**src/hdl/mtte_pkg.sv**
```systemverilog
package mtte_pkg;

  localparam int unsigned Prescale  = 16;
  localparam int unsigned PrescaleW = $clog2(Prescale);
  localparam logic [PrescaleW-1:0] PrescaleMax = PrescaleW'(Prescale - 1);

  // time counter is pulled back by this much on a compare hit
  localparam logic [31:0] Rollback = 32'(10000000 / 10000);

  typedef enum logic [1:0] {
    FUNC_TICK   = 2'd0,
    FUNC_WR_TIME = 2'd1,
    FUNC_WR_CMP = 2'd2,
    FUNC_NONE   = 2'd3
  } func_e;

  typedef enum logic {
    CFG_TRAP_VECTOR = 1'b0,
    CFG_TIMER_IE    = 1'b1
  } cfg_idx_e;

  typedef struct packed {
    logic [1:0]  func;
    logic [31:0] write_value;
    logic [31:0] current_pc;
    logic        global_enable_in;
  } item_t;

  typedef struct packed {
    logic        trap_taken;
    logic [31:0] next_pc;
    logic [31:0] saved_pc;
    logic        global_enable_out;
    logic        timer_pending;
    logic [31:0] time_now;
    logic [31:0] time_register;
  } result_t;

  typedef struct packed {
    logic we;
    logic idx;
  } cfg_ctl_t;

endpackage

```
**src/hdl/machine_timer_trap_entry_unit.sv**
```systemverilog
// Machine timer with timer-interrupt trap entry. Each item is a tick (func 0),
// a write of the time counter (func 1), a write of the compare value (func 2)
// or a no-op (func 3); every item yields exactly one result. One item is taken
// per clock while the output is not stalled: an input register feeds the
// timer/trap logic, which updates the timer state and loads the result
// register; the result is held there until taken when the output is stalled.
// Every 16th tick advances the time counter and the free-running time register;
// a compare hit sets the sticky pending flag and pulls the time counter back by
// 1000. Configure trap_vector (index 0) and timer_int_enable (index 1) only
// while no item is in flight.
module machine_timer_trap_entry_unit (
  input  logic        clk_i,
  input  logic        rst_ni,
  input  logic        cfg_we_i,
  input  logic        cfg_index_i,
  input  logic [31:0] cfg_wdata_i,
  input  logic        in_valid_i,
  output logic        in_stall_o,
  input  logic [1:0]  func_i,
  input  logic [31:0] write_value_i,
  input  logic [31:0] current_pc_i,
  input  logic        global_enable_in_i,
  output logic        out_valid_o,
  input  logic        out_stall_i,
  output logic        trap_taken_o,
  output logic [31:0] next_pc_o,
  output logic [31:0] saved_pc_o,
  output logic        global_enable_out_o,
  output logic        timer_pending_o,
  output logic [31:0] time_now_o,
  output logic [31:0] time_register_o
);

  mtte_pkg::item_t    in_item, item;
  mtte_pkg::result_t  res;
  mtte_pkg::cfg_ctl_t cfg_ctl;
  logic               item_valid, adv;

  assign in_item.func             = func_i;
  assign in_item.write_value      = write_value_i;
  assign in_item.current_pc       = current_pc_i;
  assign in_item.global_enable_in = global_enable_in_i;

  assign cfg_ctl.we  = cfg_we_i;
  assign cfg_ctl.idx = cfg_index_i;

  mtte_in_stage u_in_stage (
    .clk_i        (clk_i),
    .rst_ni       (rst_ni),
    .in_valid_i   (in_valid_i),
    .in_item_i    (in_item),
    .in_stall_o   (in_stall_o),
    .adv_i        (adv),
    .item_valid_o (item_valid),
    .item_o       (item)
  );

  mtte_core u_core (
    .clk_i        (clk_i),
    .rst_ni       (rst_ni),
    .cfg_ctl_i    (cfg_ctl),
    .cfg_wdata_i  (cfg_wdata_i),
    .item_valid_i (item_valid),
    .item_i       (item),
    .out_stall_i  (out_stall_i),
    .adv_o        (adv),
    .out_valid_o  (out_valid_o),
    .result_o     (res)
  );

  assign trap_taken_o        = res.trap_taken;
  assign next_pc_o           = res.next_pc;
  assign saved_pc_o          = res.saved_pc;
  assign global_enable_out_o = res.global_enable_out;
  assign timer_pending_o     = res.timer_pending;
  assign time_now_o          = res.time_now;
  assign time_register_o     = res.time_register;

endmodule

```
**src/hdl/mtte_in_stage.sv**
```systemverilog
module mtte_in_stage (
  input  logic            clk_i,
  input  logic            rst_ni,
  input  logic            in_valid_i,
  input  mtte_pkg::item_t in_item_i,
  output logic            in_stall_o,
  input  logic            adv_i,
  output logic            item_valid_o,
  output mtte_pkg::item_t item_o
);

  logic            valid_q, valid_d;
  mtte_pkg::item_t item_q;
  logic            load;

  // the stage may take a new item when empty or when its item moves on
  assign load       = adv_i || !valid_q;
  assign in_stall_o = !load;
  assign valid_d    = load ? in_valid_i : valid_q;

  always_ff @(posedge clk_i or negedge rst_ni) begin
    if (!rst_ni) begin
      valid_q <= 1'b0;
    end else begin
      valid_q <= valid_d;
    end
  end

  always_ff @(posedge clk_i) begin
    if (load && in_valid_i) begin
      item_q <= in_item_i;
    end
  end

  assign item_valid_o = valid_q;
  assign item_o       = item_q;

endmodule

```
**src/hdl/mtte_core.sv**
```systemverilog
module mtte_core (
  input  logic              clk_i,
  input  logic              rst_ni,
  input  mtte_pkg::cfg_ctl_t cfg_ctl_i,
  input  logic [31:0]       cfg_wdata_i,
  input  logic              item_valid_i,
  input  mtte_pkg::item_t   item_i,
  input  logic              out_stall_i,
  output logic              adv_o,
  output logic              out_valid_o,
  output mtte_pkg::result_t result_o
);

  logic [31:0] trap_vector_q;
  logic        timer_ie_q;
  logic [mtte_pkg::PrescaleW-1:0] prescale_q, prescale_d;
  logic [31:0] time_q, time_d;
  logic [31:0] mirror_q, mirror_d;
  logic [31:0] cmp_q, cmp_d;
  logic        pend_q, pend_d;
  logic        out_valid_q;
  mtte_pkg::result_t res_q, res_d;

  logic        fire, wrap, hit, taken;
  logic [31:0] time_inc;

  assign adv_o = !out_valid_q || !out_stall_i;
  assign fire  = adv_o && item_valid_i;

  assign wrap     = (prescale_q == mtte_pkg::PrescaleMax);
  assign time_inc = time_q + 32'd1;
  assign hit      = (cmp_q != 32'd0) && (time_inc >= cmp_q);

  always_comb begin
    prescale_d = prescale_q;
    time_d     = time_q;
    mirror_d   = mirror_q;
    cmp_d      = cmp_q;
    pend_d     = pend_q;
    taken      = 1'b0;
    case (item_i.func)
      mtte_pkg::FUNC_TICK: begin
        if (!wrap) begin
          prescale_d = prescale_q + 1'b1;
        end else begin
          prescale_d = '0;
          mirror_d   = mirror_q + 32'd1;
          time_d     = hit ? (time_inc - mtte_pkg::Rollback) : time_inc;
          pend_d     = pend_q || hit;
          if (pend_d && timer_ie_q && item_i.global_enable_in) begin
            taken  = 1'b1;
            pend_d = 1'b0;
          end
        end
      end
      mtte_pkg::FUNC_WR_TIME: time_d = item_i.write_value;
      mtte_pkg::FUNC_WR_CMP:  cmp_d  = item_i.write_value;
      default: ;
    endcase

    res_d.trap_taken        = taken;
    res_d.next_pc           = taken ? trap_vector_q : item_i.current_pc;
    res_d.saved_pc          = taken ? item_i.current_pc : 32'd0;
    res_d.global_enable_out = item_i.global_enable_in && !taken;
    res_d.timer_pending     = pend_d;
    res_d.time_now          = time_d;
    res_d.time_register     = mirror_d;
  end

  always_ff @(posedge clk_i or negedge rst_ni) begin
    if (!rst_ni) begin
      trap_vector_q <= '0;
      timer_ie_q    <= 1'b0;
      prescale_q    <= '0;
      time_q        <= '0;
      mirror_q      <= '0;
      cmp_q         <= '0;
      pend_q        <= 1'b0;
      out_valid_q   <= 1'b0;
    end else begin
      if (cfg_ctl_i.we) begin
        case (cfg_ctl_i.idx)
          mtte_pkg::CFG_TRAP_VECTOR: trap_vector_q <= cfg_wdata_i;
          mtte_pkg::CFG_TIMER_IE:    timer_ie_q    <= cfg_wdata_i[0];
          default: ;
        endcase
      end
      if (fire) begin
        prescale_q <= prescale_d;
        time_q     <= time_d;
        mirror_q   <= mirror_d;
        cmp_q      <= cmp_d;
        pend_q     <= pend_d;
      end
      if (adv_o) begin
        out_valid_q <= item_valid_i;
      end
    end
  end

  always_ff @(posedge clk_i) begin
    if (fire) begin
      res_q <= res_d;
    end
  end

  assign out_valid_o = out_valid_q;
  assign result_o    = res_q;

endmodule
```
**config.mk**
```make
export PLATFORM = sky130hd
export DESIGN_NAME = machine_timer_trap_entry_unit
export DESIGN_NICKNAME = d
export VERILOG_FILES = /design/src/hdl/mtte_pkg.sv /design/src/hdl/machine_timer_trap_entry_unit.sv /design/src/hdl/mtte_in_stage.sv /design/src/hdl/mtte_core.sv
export SDC_FILE = /design/constraint.sdc
export NUM_CORES = 1
export LEC_CHECK = 0
export ABC_CLOCK_PERIOD_IN_PS = 8500
export BUFFER_PORTS_ARGS = -buffer_cell sky130_fd_sc_hd__buf_2
export CORE_AREA = 3 3 136 269
export CTS_CLUSTER_DIAMETER = 200
export DETAILED_ROUTE_END_ITERATION = 10
export DIE_AREA = 0 0 139 272
export REMOVE_ABC_BUFFERS = 1
export SETUP_SLACK_MARGIN = 0.1
export SLEW_MARGIN = 20
export SYNTH_ARGS = -nofsm -noshare
export SYNTH_HDL_FRONTEND = slang
export SYNTH_SLANG_ARGS = --single-unit
```
**constraint.sdc**
```tcl
create_clock -name clk_i -period 8.5 [get_ports clk_i]
set_input_delay 0.85 -clock clk_i [delete_from_list [all_inputs] [get_ports clk_i]]
set_output_delay 0.85 -clock clk_i [all_outputs]
set_load 0.01 [all_outputs]
```
# == After elaboration in Yosys (flattened, before gate mapping) ==
# Index checks and enable logic that the tools add are counted.
# classes
addsub,4
mux,13
magnitude_cmp,1
n_reduce_logical,20
bitwise_logic,1
n_eq_ne,3
# op_table
cell,count
2-to-1 mux 32 bit,5
adder 32 x 1 -> 32 bit (second input constant),2
case mux 32 bit (2 select lines),1
>= comparator 32 bit,1
nonzero test 32 bit,1
subtractor 32 x 10 -> 32 bit (second input constant),1
AND reduction 2 bit,4
logical AND 1 bit,6
2-to-1 mux 1 bit,6
logical NOT 1 bit,5
adder 4 x 1 -> 4 bit (second input constant),1
== test 4 bit (second input constant),1
2-to-1 mux 4 bit,1
logical OR 1 bit,3
== test 2 x 1 -> 1 bit (second input constant),1
== test 2 bit (second input constant),1
logical NOT 2 bit,1
NOT 1 bit,1
# word_totals
elab_cells,62
output_inout_bits,133
regBits,334
in_bits,105

# == Logic depth before layout (Yosys ltp) ==
# logic_depth
depth_word,11
ltp_mapped,19
ltp_nobuf,16

# == Hierarchy ==
# From an unflattened synthesis, not the netlist that was laid out.
# unflattened
hier_cells,1270
hier_area_um2,15792.6
# modules_own_cells
module,instances,cells_per_inst,area_each_um2
mtte_core,1,1198,13723.2
mtte_in_stage,1,72,2069.5

# == Worst setup path before layout ==
# OpenSTA, ideal clock, no wires.
# synth_path
kind,input to register
startpoint,input port out_stall_i
endpoint,register u_core.mirror_q[15]
stages,6
setup_ns,0.134
slack_ns,2.956
t_arrival_ns,5.410
cell_sequence,nand2_1 -> nand2_1 -> clkinv_1 -> clkbuf_1 -> nand2_1 -> xnor2_1
# synth_between
elab_chain_len,3
# synth_lines
element,line,text
"start, declared",machine_timer_trap_entry_unit.sv:24,"input logic out_stall_i,"
logical NOT 1 bit,mtte_core.sv:27,assign adv_o = !out_valid_q || !out_stall_i;
logical OR 1 bit,mtte_core.sv:27,
logical AND 1 bit,mtte_core.sv:28,assign fire = adv_o && item_valid_i;
via u_core.fire,mtte_core.sv:24,"logic fire, wrap, hit, taken;"
"end signal, assigned",mtte_core.sv:91,mirror_q <= mirror_d;
"end, declared",mtte_core.sv:18,"logic [31:0] mirror_q, mirror_d;"
# The timed path passes the listed nets, and every way through them passes these cells.
# A chain may end at the register's enable or synchronous reset.

==> flow_metrics.py <==
metrics = {
    "detailed_routing": {
        "vias": 10800,
        "dr.pass1.iters": 7,
        "post_drt_wl_per_cell_um": 22.8,
        "drcViolationCount": 0,
        "finalWirelength_um": 44100,
        "drtIter0Drc": 575,
        "vias_per_cell": 5.58,
        "ant_nets": 0,
    },
    "clock_network": {
        "tritoncts": "built",
        "clock_path_buffers": 3,
        "cts_buffers": 30,
        "htree_num_levels": 1,
        "cts_setup_buffers": 0,
        "root_buffer": "clkbuf_16",
        "cts-resized-gates": 0,
        "clkSlewWorstSetupHoldPaths_ns": 0.07,
        "clock_latency_ns": 0.59,
        "clock-sinks": 334,
        "hold_buffers": 0,
    },
    "floorplan": {
        "core_sq_um": 34600,
        "die_h_um": 272,
        "pin_count": 238,
        "die_w_um": 139,
        "die_area_sq_um": 37800,
        "num_rows": 96,
        "initial_utilization_pct": 44.8,
    },
    "logic_synthesis": {
        "synthAdderAreaFrac_pct": 2.83,
        "async_flop_share_pct": 40.7,
        "synth_xor_area_share_pct": 6.67,
        "ys_ff_latch": 334,
        "mappedNetlistArea_sq_um": 15500,
        "synth_top_family_by_area": "simple AND/OR/NAND/NOR gates",
        "synth_edf_count": 198,
        "ys_seq_area_share_pct": 60.4,
        "synth_mux_area_share_pct": 7.47,
        "synth_cell_types": 70,
        "yosys_warnings": 0,
        "syn_avg_cell_area_sq_um": 12.4,
        "synthCells": 1245,
        "synth_flop_cell": "edfxtp_1",
        "synth-simple-area-share_pct": 11.6,
        "synth-compound-area-share_pct": 7.75,
    },
    "timing": {
        "period_minus_slack_ns": 5.69,
        "fmax_ghz": 0.176,
        "hold_violations": 0,
        "slew_violations": 0,
        "tightest_slew_ns": 1.07,
        "setup_viol": 0,
        "finalSetupTns_ns": 0,
        "hold_ws_ns": 0.303,
        "final.period_utilization_pct": 66.9,
        "rsz0062_at_grt": "false",
        "slew_headroom_pct": 28.7,
        "finalClockSkew_ns": 0.0189,
    },
    "run": {
        "drv_cap": 0,
    },
    "final_layout": {
        "n_antenna_cell": 0,
        "final_nets": 1611,
        "area_growth_pct": 17.4,
        "multi_input_area_sq_um": 5660,
        "fillers": 3095,
        "seq_area_sq_um": 9350,
        "drive_above_1_share_pct": 28.6,
    },
    "worst_setup_path": {
        "worstPathRequired_ns": 8.83,
        "end_kind": "register",
        "startpoint_type": "register",
        "startpoint": "u_core.time_q[6]",
        "crit_type": "register to register",
        "cp_max_fo": 66,
        "critical_path_arrival_ns": 6.02,
        "regToRegStartpoint": "u_core.time_q[6]",
    },
    "power_and_ir_drop": {
        "p_switching_w": 0.00135,
        "combPwrFrac_pct": 19.9,
        "peakVddDrop_uv": 218,
        "sw_frac_of_total_pct": 30.1,
        "power_density_nw_per_um2": 247,
        "pwr-share-seq_pct": 47.5,
        "p_leak_nw": 7.54,
        "intPower_w": 0.00314,
        "p_clk_share_pct": 32.5,
    },
    "placed_design": {
        "dp_hpwl_um": 32100,
        "io_buffers": 237,
        "gp_congestion": 0.937,
    },
    "worst_hold_path": {
        "hp-class": "input port to async pin",
    },
    "grt": {
        "grt_use_met3_pct": 4.57,
        "overflow": 0,
        "gr-max-usage-layer": "met2",
        "track_usage_pct": 23.0,
        "use_met1_pct": 22.1,
        "grt_pass1_wl_um": 67000,
        "grt_pass1_vias": 11700,
        "grtUsageMet2_pct": 44.1,
        "antenna_found_initial": 0,
        "grt_max_degree": 75,
    },
    "outcome": {
        "status": "finished, final reports clean",
    },
}
[final timing paths]
check	endpoint	slack [ns]	depth (start not counted)
setup / recovery	u_core.result_o[100]	2.81	15
hold / removal	u_core.trap_vector_q[11]	0.30	1
setup reg to reg	u_core.result_o[100]	2.81	15
hold reg to reg	u_core.mirror_q[31]	0.49	1
max in group asynchronous	u_core.pend_q	6.69	2
min in group clk_i	u_in_stage.item_o[57]	0.44	1
[layout by cell type, fill, tap and decap left out, drive strengths merged, types with 26 or more instances in the layout]
cell type / Yosys / final
nand2: 95 / 95
dfrtp: 136 / 136
a22oi: 26 / 26
mux2: 101 / 101
xor2: 38 / 38
buf: 21 / 256
ha: 35 / 35
inv: 58 / 60
clkbuf: 41 / 40
a21oi: 46 / 46
nor2: 53 / 53
o21ai: 47 / 47
and2: 40 / 40
xnor2: 80 / 80
nand3: 38 / 38
edfxtp: 198 / 198
[routing by layer]
| layer | up-vias | share of wire [%] |
|---|---|---|
| li1 | 4969 | - |
| met1 | 5263 | 32 |
| met2 | 410 | 55 |
| met3 | 152 | 6.1 |
| met4 | 0 | 7.1 |
| met5 | - | 0 |
[flip-flops by register name, indices dropped and copies added, names as in the netlist]
signal / cells
u_core.cmp_q: 32
u_core.mirror_q: 32
u_core.out_valid_o: 1
u_core.pend_q: 1
u_core.prescale_q: 4
u_core.result_o: 131
u_core.time_q: 32
u_core.timer_ie_q: 1
u_core.trap_vector_q: 32
u_in_stage.item_o: 67
u_in_stage.item_valid_o: 1
[through the flow]
step	instance area [sq um]	cells	setup slack (ns)	total power (W)	util, %
after floorplan	15200	1183	1.61	0.00266	-
after global placement	17100	1880	2.94	0.00304	49.5
after global routing	18200	1936	2.31	0.00470	52.6
final	18200	1936	2.81	0.00449	52.6
after CTS	18200	1936	2.83	0.00452	52.6
after detailed placement	17100	1880	2.84	0.00306	49.5
[power groups by stage]
stage	registers [W]	clock network (W)	logic, W
floorplan	0.00212	0	0.000540
global placement	0.00216	0	0.000880
detailed placement	0.00216	0	0.000897
CTS	0.00213	0.00149	0.000901
global route	0.00215	0.00156	0.000993
finish	0.00213	0.00146	0.000893
[worst max-delay path, stage by stage (launching register included)]
cell and delay, ns:
dfrtp_1 0.66, nand4_1 0.29, nor3_1 0.65, nand3_1 0.27, nor3_1 0.35, xor2_1 0.15, ha_1 0.34, nand4_1 0.23
nor4_1 0.37, and3_1 0.23, a311oi_2 0.10, buf_4 0.21, nor2_1 0.33, o2111a_2 0.23, buf_4 0.55, mux2_2 0.41
[synthesized netlist by cell type, types with 6 or more instances]
cell type	count	area, sq um
nor4_1	17	106
ha_1	35	438
o22ai_1	19	119
nor3_1	22	110
a31oi_1	6	37.5
o21ai_1	8	40.0
xor2_1	38	333
or3_1	8	50.1
nand4_1	22	138
mux2_2	101	1140
a22oi_1	26	195
dfrtp_1	136	3400
edfxtp_1	198	5950
and4_1	6	52.6
inv_1	57	214
nand2_1	95	357
xnor2_1	80	701
and3_1	19	119
buf_2	9	45.0
nand3_1	38	190
nor2_1	53	199
and2_1	40	250
clkbuf_1	40	150
a21oi_1	46	230
o21ai_0	39	195
[cells by family after synthesis]
| kind of cell | count (synthesis) |
|---|---|
| xor gates and xnor gates | 118 |
| and+or+nand+nor | 346 |
| DFF | 334 |
| AOI/OAI and AO/OA | 188 |
| muxes | 103 |
| buffers and inverters | 121 |
| adders and majority gates | 35 |
[layout make-up]
| cell class | count | share of cell area, % |
|---|---|---|
| multi-input combinational | 790 | 31.1 |
| tap | 441 | 3.03 |
| sequential | 334 | 51.4 |
| clock inverter | 16 | 1.00 |
| clock buffer | 40 | 4.84 |
| timing repair buffer | 256 | 7.34 |
| inverter | 59 | 1.25 |
Note: power is estimated with default switching activity, not from simulation.
